==> config.mk <==
export PLATFORM = sky130hd
export DESIGN_NAME = timeout_interval_timer_bank
export DESIGN_NICKNAME = d
export VERILOG_FILES = /design/src/rtl/tib_pkg.sv /design/src/rtl/tib_update.sv /design/src/rtl/timeout_interval_timer_bank.sv
export SDC_FILE = /design/constraint.sdc
export NUM_CORES = 2
export LEC_CHECK = 0
export BUFFER_PORTS_ARGS = -buffer_cell sky130_fd_sc_hd__buf_2
export CAP_MARGIN = 0
export CORE_UTILIZATION = 35
export DETAILED_ROUTE_END_ITERATION = 7
export GPL_ROUTABILITY_DRIVEN = 0
export SYNTH_ARGS = -nofsm -noshare
export SYNTH_HDL_FRONTEND = slang
export SYNTH_SLANG_ARGS = --single-unit
==> constraint.sdc <==
create_clock -name clk -period 8 [get_ports clk]
set_input_delay 2 -clock clk [delete_from_list [all_inputs] [get_ports clk]]
set_output_delay 2 -clock clk [all_outputs]
set_load 0.02 [all_outputs]
==> src/rtl/tib_pkg.sv <==
// ----------------------------------------------------------------------------
// tib_pkg: shared types and codes for the timer bank
// Sizes, request and status codes, scan state and the slot update record.
// ----------------------------------------------------------------------------
package tib_pkg;

  // Sizing
  localparam int NUM_TIMERS  = 16;
  localparam int TIME_WIDTH  = 32;
  localparam int MAX_RESULTS = 16;
  localparam int SLOT_W      = (NUM_TIMERS > 1) ? $clog2(NUM_TIMERS) : 1;
  localparam int CNT_W       = $clog2(MAX_RESULTS + 1);

  typedef logic [SLOT_W-1:0]     slot_t;
  typedef logic [TIME_WIDTH-1:0] time_t;
  typedef logic [CNT_W-1:0]      cnt_t;
  typedef logic [3:0]            id_t;
  typedef logic [2:0]            status_t;
  typedef logic [3:0]            mode_t;

  localparam slot_t LAST_SLOT = slot_t'(NUM_TIMERS - 1);

  // Request modes
  localparam mode_t MODE_ADD_ONE   = 4'd0;
  localparam mode_t MODE_ADD_PER   = 4'd1;
  localparam mode_t MODE_ALTER_ONE = 4'd2;
  localparam mode_t MODE_ALTER_PER = 4'd3;
  localparam mode_t MODE_DIS_ONE   = 4'd4;
  localparam mode_t MODE_DIS_PER   = 4'd5;
  localparam mode_t MODE_EXIST_ONE = 4'd6;
  localparam mode_t MODE_EXIST_PER = 4'd7;
  localparam mode_t MODE_TICK      = 4'd8;

  // Result status codes
  localparam status_t STAT_OK        = 3'd0;
  localparam status_t STAT_NOT_FOUND = 3'd1;
  localparam status_t STAT_FULL      = 3'd2;
  localparam status_t STAT_FIRED     = 3'd3;
  localparam status_t STAT_NONE      = 3'd4;

  // Sequencer states
  typedef enum logic [3:0] {
    ST_IDLE  = 4'b0001,
    ST_SCAN  = 4'b0010,
    ST_DRAIN = 4'b0100,
    ST_FIN   = 4'b1000
  } state_t;

  // Outcome of one slot on a tick
  typedef struct packed {
    logic  fire;
    time_t new_time;
  } upd_t;

endpackage

==> src/rtl/tib_update.sv <==
// ----------------------------------------------------------------------------
// tib_update: per-slot tick arithmetic
// Decides whether a slot fires and computes its new remaining time.
// ----------------------------------------------------------------------------
module tib_update (
  input  tib_pkg::time_t time_left,
  input  tib_pkg::time_t reload,
  input  tib_pkg::time_t elapsed,
  input  logic           periodic,
  output tib_pkg::upd_t  upd
);

  // reload - (elapsed - left) as one three-operand sum, two guard bits for sign
  logic [tib_pkg::TIME_WIDTH+1:0] reload_sum;
  logic                           reload_pos;
  tib_pkg::time_t                 remain;
  logic                           fire;

  assign reload_sum = {2'b00, reload} + {2'b00, time_left} - {2'b00, elapsed};
  assign reload_pos = !reload_sum[tib_pkg::TIME_WIDTH+1] && (reload_sum != '0);
  assign remain     = time_left - elapsed;
  assign fire       = (time_left <= elapsed);

  always_comb begin
    upd.fire = fire;
    if (!fire) begin
      upd.new_time = remain;
    end else if (periodic && reload_pos) begin
      upd.new_time = reload_sum[tib_pkg::TIME_WIDTH-1:0];
    end else begin
      upd.new_time = '0;
    end
  end

endmodule

==> src/rtl/timeout_interval_timer_bank.sv <==
// ----------------------------------------------------------------------------
// timeout_interval_timer_bank: slot table of one-shot and periodic timers
// Add, alter, disable and query timers by slot; a tick fires expired timers.
// ----------------------------------------------------------------------------
// Usage:
//   A request (in_mode, in_timer_id, in_time_value) is taken on a rising edge
//   with start high and busy low. Results appear on the out_ ports for one
//   cycle each, flagged by out_valid; out_last marks the final result of a
//   request. The receiver cannot stall, so results are never held back.
//   Add, alter, disable and exists finish in the accept cycle: the single
//   result shows the next cycle and busy stays low, one request per cycle.
//   Unused modes give no result.
//   A tick scans the slot memories twice (one-shots, then periodic), one slot
//   per cycle through the registered read of the time memories, then
//   drains and flushes a one-deep result buffer, with busy high throughout.
//   Firings stream out during the scan; the final one (or a "nothing fired"
//   result) shows after the scan.
//   Reset clears the live flags and returns the sequencer to idle; the time
//   memories need no clearing since a slot is written when it is added.
// ----------------------------------------------------------------------------
module timeout_interval_timer_bank (
  input  logic                clk,
  input  logic                rst_n,
  input  logic                start,
  output logic                busy,
  input  tib_pkg::mode_t      in_mode,
  input  tib_pkg::id_t        in_timer_id,
  input  logic [31:0]         in_time_value,
  output logic                out_valid,
  output tib_pkg::status_t    out_status,
  output tib_pkg::id_t        out_slot_id,
  output logic                out_present,
  output logic                out_last
);

  // Slot flags in flops, times in memories
  logic [tib_pkg::NUM_TIMERS-1:0] live_r, live_nxt;
  logic [tib_pkg::NUM_TIMERS-1:0] per_r, per_nxt;
  tib_pkg::time_t                 tl_mem [tib_pkg::NUM_TIMERS];
  tib_pkg::time_t                 rp_mem [tib_pkg::NUM_TIMERS];
  tib_pkg::time_t                 tl_rdata_r, rp_rdata_r;

  logic                           tl_we, rp_we;
  tib_pkg::slot_t                 tl_waddr, rp_waddr;
  tib_pkg::time_t                 tl_wdata, rp_wdata;

  // Sequencer
  tib_pkg::state_t                state_r, state_nxt;
  tib_pkg::slot_t                 rd_idx_r, rd_idx_nxt;
  logic                           pass_r, pass_nxt;
  logic                           proc_valid_r, proc_valid_nxt;
  tib_pkg::slot_t                 proc_idx_r, proc_idx_nxt;
  logic                           proc_pass_r, proc_pass_nxt;
  tib_pkg::time_t                 elapsed_r, elapsed_nxt;
  tib_pkg::cnt_t                  cnt_r, cnt_nxt;
  logic                           pend_valid_r, pend_valid_nxt;
  tib_pkg::slot_t                 pend_slot_r, pend_slot_nxt;

  // Output registers
  logic                           out_valid_r, out_valid_nxt;
  tib_pkg::status_t               out_status_r, out_status_nxt;
  tib_pkg::id_t                   out_slot_r, out_slot_nxt;
  logic                           out_present_r, out_present_nxt;
  logic                           out_last_r, out_last_nxt;

  logic                           accept;
  tib_pkg::time_t                 tv;
  logic                           id_ok;
  tib_pkg::slot_t                 id_slot;
  logic                           match;
  logic                           free_found;
  tib_pkg::slot_t                 free_idx;
  logic                           act;
  tib_pkg::upd_t                  upd;

  assign busy        = (state_r != tib_pkg::ST_IDLE);
  assign accept      = start && !busy;
  assign tv          = tib_pkg::time_t'(in_time_value);
  assign out_valid   = out_valid_r;
  assign out_status  = out_status_r;
  assign out_slot_id = out_slot_r;
  assign out_present = out_present_r;
  assign out_last    = out_last_r;

  // Slot lookup for alter / disable / exists
  assign id_ok   = (int'(in_timer_id) < tib_pkg::NUM_TIMERS);
  assign id_slot = tib_pkg::slot_t'(in_timer_id);
  assign match   = id_ok && live_r[id_slot] && (per_r[id_slot] == in_mode[0]);

  // Lowest free slot
  always_comb begin
    free_found = 1'b0;
    free_idx   = '0;
    for (int i = tib_pkg::NUM_TIMERS - 1; i >= 0; i--) begin
      if (!live_r[i]) begin
        free_found = 1'b1;
        free_idx   = tib_pkg::slot_t'(i);
      end
    end
  end

  // Tick arithmetic for the slot whose data just came out of the memories
  tib_update u_update (
    .time_left (tl_rdata_r),
    .reload    (rp_rdata_r),
    .elapsed   (elapsed_r),
    .periodic  (proc_pass_r),
    .upd       (upd)
  );

  assign act = proc_valid_r && live_r[proc_idx_r] && (per_r[proc_idx_r] == proc_pass_r);

  // Next-state logic
  always_comb begin
    state_nxt       = state_r;
    rd_idx_nxt      = rd_idx_r;
    pass_nxt        = pass_r;
    proc_valid_nxt  = 1'b0;
    proc_idx_nxt    = proc_idx_r;
    proc_pass_nxt   = proc_pass_r;
    elapsed_nxt     = elapsed_r;
    cnt_nxt         = cnt_r;
    pend_valid_nxt  = pend_valid_r;
    pend_slot_nxt   = pend_slot_r;
    live_nxt        = live_r;
    per_nxt         = per_r;
    out_valid_nxt   = 1'b0;
    out_status_nxt  = out_status_r;
    out_slot_nxt    = out_slot_r;
    out_present_nxt = out_present_r;
    out_last_nxt    = out_last_r;
    tl_we           = 1'b0;
    rp_we           = 1'b0;
    tl_waddr        = id_slot;
    rp_waddr        = id_slot;
    tl_wdata        = tv;
    rp_wdata        = tv;

    unique case (state_r)
      tib_pkg::ST_IDLE: begin
        if (accept) begin
          out_valid_nxt   = 1'b1;
          out_present_nxt = 1'b0;
          out_last_nxt    = 1'b1;
          out_slot_nxt    = in_timer_id;
          unique case (in_mode)
            tib_pkg::MODE_ADD_ONE, tib_pkg::MODE_ADD_PER: begin
              if (free_found) begin
                live_nxt[free_idx] = 1'b1;
                per_nxt[free_idx]  = in_mode[0];
                tl_we              = 1'b1;
                rp_we              = 1'b1;
                tl_waddr           = free_idx;
                rp_waddr           = free_idx;
                out_status_nxt     = tib_pkg::STAT_OK;
                out_slot_nxt       = tib_pkg::id_t'(free_idx);
              end else begin
                out_status_nxt = tib_pkg::STAT_FULL;
                out_slot_nxt   = '0;
              end
            end
            tib_pkg::MODE_ALTER_ONE, tib_pkg::MODE_ALTER_PER: begin
              // one-shot: remaining time; periodic: period only
              if (match) begin
                tl_we          = !in_mode[0];
                rp_we          = in_mode[0];
                out_status_nxt = tib_pkg::STAT_OK;
              end else begin
                out_status_nxt = tib_pkg::STAT_NOT_FOUND;
              end
            end
            tib_pkg::MODE_DIS_ONE, tib_pkg::MODE_DIS_PER: begin
              if (match) begin
                live_nxt[id_slot] = 1'b0;
                out_status_nxt    = tib_pkg::STAT_OK;
              end else begin
                out_status_nxt = tib_pkg::STAT_NOT_FOUND;
              end
            end
            tib_pkg::MODE_EXIST_ONE, tib_pkg::MODE_EXIST_PER: begin
              out_status_nxt  = tib_pkg::STAT_OK;
              out_present_nxt = match;
            end
            tib_pkg::MODE_TICK: begin
              out_valid_nxt  = 1'b0;
              state_nxt      = tib_pkg::ST_SCAN;
              rd_idx_nxt     = '0;
              pass_nxt       = 1'b0;
              elapsed_nxt    = tv;
              cnt_nxt        = '0;
              pend_valid_nxt = 1'b0;
            end
            default: begin
              out_valid_nxt = 1'b0;
            end
          endcase
        end
      end
      tib_pkg::ST_SCAN: begin
        // issue one read per cycle, one-shot pass then periodic pass
        proc_valid_nxt = 1'b1;
        proc_idx_nxt   = rd_idx_r;
        proc_pass_nxt  = pass_r;
        if (rd_idx_r == tib_pkg::LAST_SLOT) begin
          rd_idx_nxt = '0;
          if (pass_r) begin
            state_nxt = tib_pkg::ST_DRAIN;
          end else begin
            pass_nxt = 1'b1;
          end
        end else begin
          rd_idx_nxt = rd_idx_r + 1'b1;
        end
      end
      tib_pkg::ST_DRAIN: begin
        state_nxt = tib_pkg::ST_FIN;
      end
      tib_pkg::ST_FIN: begin
        // flush the held firing as the last result, or report none
        out_valid_nxt   = 1'b1;
        out_present_nxt = 1'b0;
        out_last_nxt    = 1'b1;
        if (pend_valid_r) begin
          out_status_nxt = tib_pkg::STAT_FIRED;
          out_slot_nxt   = tib_pkg::id_t'(pend_slot_r);
        end else begin
          out_status_nxt = tib_pkg::STAT_NONE;
          out_slot_nxt   = '0;
        end
        pend_valid_nxt = 1'b0;
        state_nxt      = tib_pkg::ST_IDLE;
      end
      default: begin
        state_nxt = tib_pkg::ST_IDLE;
      end
    endcase

    // Slot update, in the cycle after the read.
    // Reads never hit the slot being written.
    if (act) begin
      tl_we    = 1'b1;
      tl_waddr = proc_idx_r;
      tl_wdata = upd.new_time;
      if (upd.fire && !proc_pass_r) begin
        live_nxt[proc_idx_r] = 1'b0;
      end
      if (upd.fire && (cnt_r < tib_pkg::MAX_RESULTS)) begin
        // hold each firing until the next one shows whether it is the last
        if (pend_valid_r) begin
          out_valid_nxt   = 1'b1;
          out_status_nxt  = tib_pkg::STAT_FIRED;
          out_slot_nxt    = tib_pkg::id_t'(pend_slot_r);
          out_present_nxt = 1'b0;
          out_last_nxt    = 1'b0;
        end
        pend_valid_nxt = 1'b1;
        pend_slot_nxt  = proc_idx_r;
        cnt_nxt        = cnt_r + 1'b1;
      end
    end
  end

  // Time memories: one write port each, shared registered read
  always_ff @(posedge clk) begin
    if (tl_we) begin
      tl_mem[tl_waddr] <= tl_wdata;
    end
    if (rp_we) begin
      rp_mem[rp_waddr] <= rp_wdata;
    end
    tl_rdata_r <= tl_mem[rd_idx_r];
    rp_rdata_r <= rp_mem[rd_idx_r];
  end

  // Control registers
  always_ff @(posedge clk) begin
    if (!rst_n) begin
      state_r      <= tib_pkg::ST_IDLE;
      live_r       <= '0;
      proc_valid_r <= 1'b0;
      pend_valid_r <= 1'b0;
      out_valid_r  <= 1'b0;
      cnt_r        <= '0;
      rd_idx_r     <= '0;
      pass_r       <= 1'b0;
    end else begin
      state_r      <= state_nxt;
      live_r       <= live_nxt;
      proc_valid_r <= proc_valid_nxt;
      pend_valid_r <= pend_valid_nxt;
      out_valid_r  <= out_valid_nxt;
      cnt_r        <= cnt_nxt;
      rd_idx_r     <= rd_idx_nxt;
      pass_r       <= pass_nxt;
    end
  end

  // Payload registers
  always_ff @(posedge clk) begin
    per_r         <= per_nxt;
    proc_idx_r    <= proc_idx_nxt;
    proc_pass_r   <= proc_pass_nxt;
    elapsed_r     <= elapsed_nxt;
    pend_slot_r   <= pend_slot_nxt;
    out_status_r  <= out_status_nxt;
    out_slot_r    <= out_slot_nxt;
    out_present_r <= out_present_nxt;
    out_last_r    <= out_last_nxt;
  end

  // Assertions
  a_fin_last: assert property (@(posedge clk) disable iff (!rst_n)
    state_r == tib_pkg::ST_FIN |=> out_valid && out_last)
    else $error("tick did not end with a last result");

  a_idle_quiet: assert property (@(posedge clk) disable iff (!rst_n)
    state_r == tib_pkg::ST_IDLE && !start |=> !out_valid)
    else $error("result without a request");

  a_cnt_cap: assert property (@(posedge clk) disable iff (!rst_n)
    cnt_r <= tib_pkg::MAX_RESULTS)
    else $error("firing count beyond cap");

  a_tick_busy: assert property (@(posedge clk) disable iff (!rst_n)
    accept && in_mode == tib_pkg::MODE_TICK |=> busy)
    else $error("tick accepted but scan not started");

  a_fired_in_tick: assert property (@(posedge clk) disable iff (!rst_n)
    out_valid && out_status == tib_pkg::STAT_FIRED |-> $past(state_r) != tib_pkg::ST_IDLE)
    else $error("firing reported outside a tick");

endmodule
# Word level (Yosys, flattened, before mapping)
# Memories as Yosys holds them, arrays and structs flattened. A register that Yosys moved wholly into a read port is not among the register bits.
# Cells that the tools add are included.
# classes
addsub	5
reduce_logical	30
bitwise_logic	5
n_lt_le_gt_ge	8
mux	134
eq_ne	20
# op_table
op	count
two-way mux 4 bit	35
two-way mux 16 bit	6
two-way mux 32 bit	3
two-way mux 1 bit	58
nonzero test 34 bit	1
subtractor 34 x 32 -> 34 bit	1
adder 32 x 32 -> 33 bit	1
AND 16 bit	2
less-or-equal comparator 32 bit	1
NOT 16 bit	2
case mux 16 bit (2 select lines)	1
subtractor 32 bit	1
two-way mux 5 bit	5
equality test 4 x 3 -> 1 bit (second input constant)	5
binary-select mux 1 bit (select 4 bit)	4
bitwise mux 16 bit	1
bitwise OR 16 bit	1
case mux 4 bit (2 select lines)	2
< comparator 4 x 5 -> 1 bit (second input constant)	3
two-way mux 3 bit	5
case mux 1 bit (2 select lines)	7
demux 1 bit (select 4 bit)	3
equality test 4 x 2 -> 1 bit (second input constant)	3
equality test 4 bit (second input constant)	3
23 further kinds	48
# word_totals
output_inout_bits	11
register_bits	99
ramBits	1024
wordCells	221
memories	2
in_bits	43
# memory_table
memory	words	word_bits	rd	rd_ports_with_merged_regs	wr	line	source
rp_mem	16	32	1	1	1	timeout_interval_timer_bank.sv:40	tib_pkg::time_t rp_mem [tib_pkg::NUM_TIMERS];
tl_mem	16	32	1	1	1	timeout_interval_timer_bank.sv:39	tib_pkg::time_t tl_mem [tib_pkg::NUM_TIMERS];

# Logic depth before layout (Yosys ltp)
# depth
depth_word	28
depth_mapped	22
mapped_depth_nobuf	21

# Cells and area by module
# Synthesis repeated with hierarchy kept, for this count alone.
# hier_totals
cells_unflattened	2720
area_unflattened_um2	49904.1
# by_module_without_submodules
mod	area_each_um2	cells_each	n_inst
timeout_interval_timer_bank	45079.5	2035	1
tib_update	4824.6	685	1

# Worst setup path after synthesis
# Ideal clock, no wire load.
# synth_path
path_kind	input port to flip-flop
from	input port in_timer_id[1]
to	memory tl_mem[0][0] in the netlist's numbering, enable pin
arrival_time_ns	5.784
cell_stages	11
setup_ns	0.421
t_required_ns	7.579
setup_slack_ns	1.795
cell_sequence	clkbuf_1 > clkbuf_1 > mux4_2 > mux4_2 > xnor2_1 > nand2_1 > o41ai_1 > nand2_1 > nor2_1 > a21oi_1 > nor2_1
# synth_via
elab_chain_cells	11
elab_cells_between_ends	18
# synth_lines
item	line	source
from (decl)	timeout_interval_timer_bank.sv:27	input tib_pkg::id_t in_timer_id,
binary-select mux 1 bit (select 4 bit)	timeout_interval_timer_bank.sv:88	assign match = id_ok && live_r[id_slot] && (per_r[id_slot] == in_mode[0]);
two-way mux 1 bit (implied by the code)	timeout_interval_timer_bank.sv:88	
equality test 1 bit	timeout_interval_timer_bank.sv:88	
logical AND 1 bit	timeout_interval_timer_bank.sv:88	
two-way mux 1 bit	timeout_interval_timer_bank.sv:164	if (match) begin
case mux 1 bit (2 select lines)	timeout_interval_timer_bank.sv:146	unique case (in_mode)
two-way mux 1 bit	timeout_interval_timer_bank.sv:141	if (accept) begin
two-way mux 1 bit	timeout_interval_timer_bank.sv:139	unique case (state_r)
two-way mux 1 bit	timeout_interval_timer_bank.sv:240	if (act) begin
two-way mux 1 bit	timeout_interval_timer_bank.sv:265	if (tl_we) begin
two-way mux 1 bit (implied by the code)	timeout_interval_timer_bank.sv:266	tl_mem[tl_waddr] <= tl_wdata;
to (decl)	timeout_interval_timer_bank.sv:39	
# Several ways; a longest one is shown, not always the timed one. The select of a mux whose other input is x is not followed.

# Worst setup path after layout
# layout_path
from	register tl_rdata_r[0] (read register of tl_mem)
to	memory tl_mem[7][3] in the netlist's numbering (data pin)
# layout_via
elab_chain_cells	8
elab_cells_between_ends	11
# layout_lines
item	line	source
from (decl)	timeout_interval_timer_bank.sv:41	tib_pkg::time_t tl_rdata_r, rp_rdata_r;
adder 32 x 32 -> 33 bit	tib_update.sv:19	assign reload_sum = {2'b00, reload} + {2'b00, time_left} - {2'b00, elapsed};
subtractor 34 x 32 -> 34 bit	tib_update.sv:19	
nonzero test 34 bit or zero test 1 bit (tied branches)	tib_update.sv:20	assign reload_pos = !reload_sum[tib_pkg::TIME_WIDTH+1] && (reload_sum != '0);
logical AND 1 bit	tib_update.sv:20	
logical AND 1 bit	tib_update.sv:28	end else if (periodic && reload_pos) begin
two-way mux 32 bit	tib_update.sv:28	
two-way mux 32 bit *	tib_update.sv:26	if (!fire) begin
two-way mux 32 bit *	timeout_interval_timer_bank.sv:240	
named net tl_wdata[3]	timeout_interval_timer_bank.sv:45	tib_pkg::time_t tl_wdata, rp_wdata;
# Mark *: on every way through the listed nets, which the timed path passes. The rest lies on a longest branch.

==> impl_metrics.toml <==
[timing]
timing.fmax_mhz = 146
max_slew_margin_pct = 14.5
clock_skew_ps = 33.2
finalHoldViolations = 0
period_needed_ps = 6840
final_max_slew_viol_count = 0
min_period_over_period_pct = 85.5
rsz0062_at_grt = "false"
setup_viol = 0
fin_ws_ps = 1160
worstMarginPinSlew_ps = 1280
tns_ps = 0

[synth]
synth_cells = 2805
yosys.area_share.simple_pct = 4.09
syn_avg_cell_area_um2 = 17.9
synth_top_family_by_area = "multiplexers"
synthXorXnorAreaFrac_pct = 1.22
synth_ff_type = "edfxtp_1"
synth_area_mm2 = 0.0501
ys_seq_area_share_pct = 69.0
synth_fp_nets = 2949
synth_edf_count = 1081
synth-compound-area-share_pct = 6.15
synthMuxAreaShare_pct = 15.5
ys_seq_elements = 1187
synth_cell_types = 75
synthArstFlopShare_pct = 0
yosys.area_share.adder_pct = 2.56
synth_warnings = 0

[clock_tree]
clkTransAtPathRegs_ps = 60
cts.sinks = 1187
ctsHoldBuffers = 0
numCtsBuffers = 113
postCtsSetupBuffers = 0
cts-root-buf = "clkbuf_16"
cts_tree = "done"
cts.repair.resized = 0
clk-insertion-delay-late_ps = 730
cts_buffer_depth = 3
cts-htree-levels = 3

[global_route]
grt_pass1_wl_mm = 177
grt_usage_pct = 16.4
grt_start_max_net_pins = 118
first_global_vias = 26700
antenna_found_initial = 2
grt-ovfl-total = 0

[critical_path]
critPathCaptureType = "flip-flop"
worst_ep_required_time_ps = 8350
worstPathArrival_ps = 7200
critPathKind = "reg2reg"
critical_path.startpoint_type = "flip-flop"
worstPathMaxFanout = 24

[hold_path]
min_path_type = "reg2reg"

[placed_design]
place_inst = 4714
io_buffers = 53
hpwlAfterDp_mm = 74.7
place_ws_ps = 1400

[floorplan]
row_count = 138
start_util_pct = 35.3
core_area_mm2 = 0.142
ios = 54
die_w_um = 381
die_area_mm2 = 0.145
die_h_um = 381

[detailed_routing]
ant_nets = 0
totalWireLength_mm = 119
routedWlPerCell_um = 24.2
first_iter_violations = 2669
first_pass_iters = 5
vias = 26700
routed_via_density = 5.42
drc = 0

[layout]
layout_commonest_cell = "edfxtp_1"
fillCellCount = 12700
fin_nets = 3084
most-common-layout-cells = "1,081 x edfxtp_1, 337 x mux4_2, 128 x a21oi_1, 116 x clkbuf_16, 113 x nand2_1"
layout-drive-gt1-share_pct = 22.8
final_cells = 4929
area_delta_synth_final_pct = 13.6
diodes = 0

[pwr]
power_leakage_nw = 18.1
sw_frac_of_total_pct = 21.5
p_sw_w = 0.00278
powerDensity_mw_per_mm2 = 227
pwr-share-comb_pct = 5.5
clockPowerShare_pct = 41.7
vdd_ir_drop_max_mv = 0.158
p_int_w = 0.0101
power_w = 0.0129
seq_power_share_pct = 52.8

[status]
status = "finished clean"

[flow_run]
drv_cap = 0
synth_stat cells, types with 16 or more instances:
| cell | number | area [µm²] |
|---|---|---|
| inv_1 | 83 | 312 |
| a31oi_1 | 21 | 131 |
| and3_1 | 16 | 100 |
| a211oi_1 | 25 | 188 |
| a21o_1 | 35 | 263 |
| buf_1 | 26 | 97.6 |
| xor2_1 | 17 | 149 |
| nand2_1 | 113 | 424 |
| clkbuf_1 | 79 | 297 |
| nor2_1 | 130 | 488 |
| o21ai_0 | 104 | 521 |
| ha_1 | 98 | 1230 |
| o21a_1 | 16 | 120 |
| a22oi_1 | 20 | 150 |
| nand3_1 | 26 | 130 |
| nor3_1 | 30 | 150 |
| a21oi_1 | 128 | 641 |
| edfxtp_1 | 1081 | 32500 |
| dfxtp_1 | 106 | 2120 |
| mux4_2 | 337 | 7590 |
| nand4_1 | 18 | 113 |
| xnor2_1 | 51 | 447 |
layer usage:
metal	track usage (%)	vias up	routed length, µm
li1	-	11800	-
met1	23.4	13900	53100
met2	25.4	881	55900
met3	2.90	184	6920
met4	5.22	4	3350
met5	0	-	30
path summary, 6_finish.rpt:
kind / startpoint / endpoint / slack [ps] / cells after the start
worst min register to register: cnt_r[4] / cnt_r[4] / 450 / 2
worst min-delay path: cnt_r[4] / cnt_r[4] / 450 / 2
worst max register to register: tl_rdata_r[0] / tl_mem[7][3] / 1160 / 19
worst max-delay path: tl_rdata_r[0] / tl_mem[7][3] / 1160 / 19
area by class of cell:
cell class	instances	area (µm²)	share of cell area (%)
repair buffers	132	908	1.59
clock buffers	154	3110	5.45
clock inverters	60	614	1.08
inverters	84	315	0.553
multi-input cells	1422	15100	26.4
well taps	1890	2360	4.15
flip-flops and latches	1187	34600	60.7
power groups by stage:
stage / combinational, W / clock, W / sequential (W)
after floorplan: 0.000460 / 0 / 0.00696
after global placement: 0.000704 / 0 / 0.00696
after detailed placement: 0.000707 / 0 / 0.00696
after CTS: 0.000709 / 0.00550 / 0.00683
after global routing: 0.000771 / 0.00574 / 0.00683
final: 0.000708 / 0.00540 / 0.00683
registers in the layout, indices dropped and copies added, names as in the netlist, 5 cells and up:
signal      cells
tl_rdata_r     32
elapsed_r      32
live_r         16
cnt_r           5
rp_rdata_r     32
rp_mem        512
tl_mem        512
per_r          16
kinds of logic after synthesis:
group,after synthesis
AO/OA/AOI/OAI,474
AND/OR/NAND/NOR,427
multiplexers,351
buffers and inverters,196
XOR/XNOR,69
flip-flops,1187
adder cells (fa/ha/maj),101
metrics by stage:
step	hold slack, ps	util (%)	area, µm²
5_1_grt	482	40.1	57000
3_3_place_gp	439	37.5	53200
3_5_place_dp	447	37.5	53200
6_report	454	40.1	57000
2_1_floorplan	406	-	50100
4_1_cts	457	40.1	57000
critical path, cell delays in order, from the launching register on:
cell and delay (ps):
dfxtp_1 310, ha_1 220, inv_1 80, fa_1 210, nor2b_1 70, o31a_1 280, o311ai_0 950, a21oi_1 240
nor3_1 350, xnor2_1 110, ha_1 410, nand4_1 110, a211oi_1 500, o2111a_1 340, nor2_1 120, o41ai_1 430
o211a_1 360, buf_4 330, a32oi_1 160, o21ai_1 870
(Power assumes the default switching activity.)
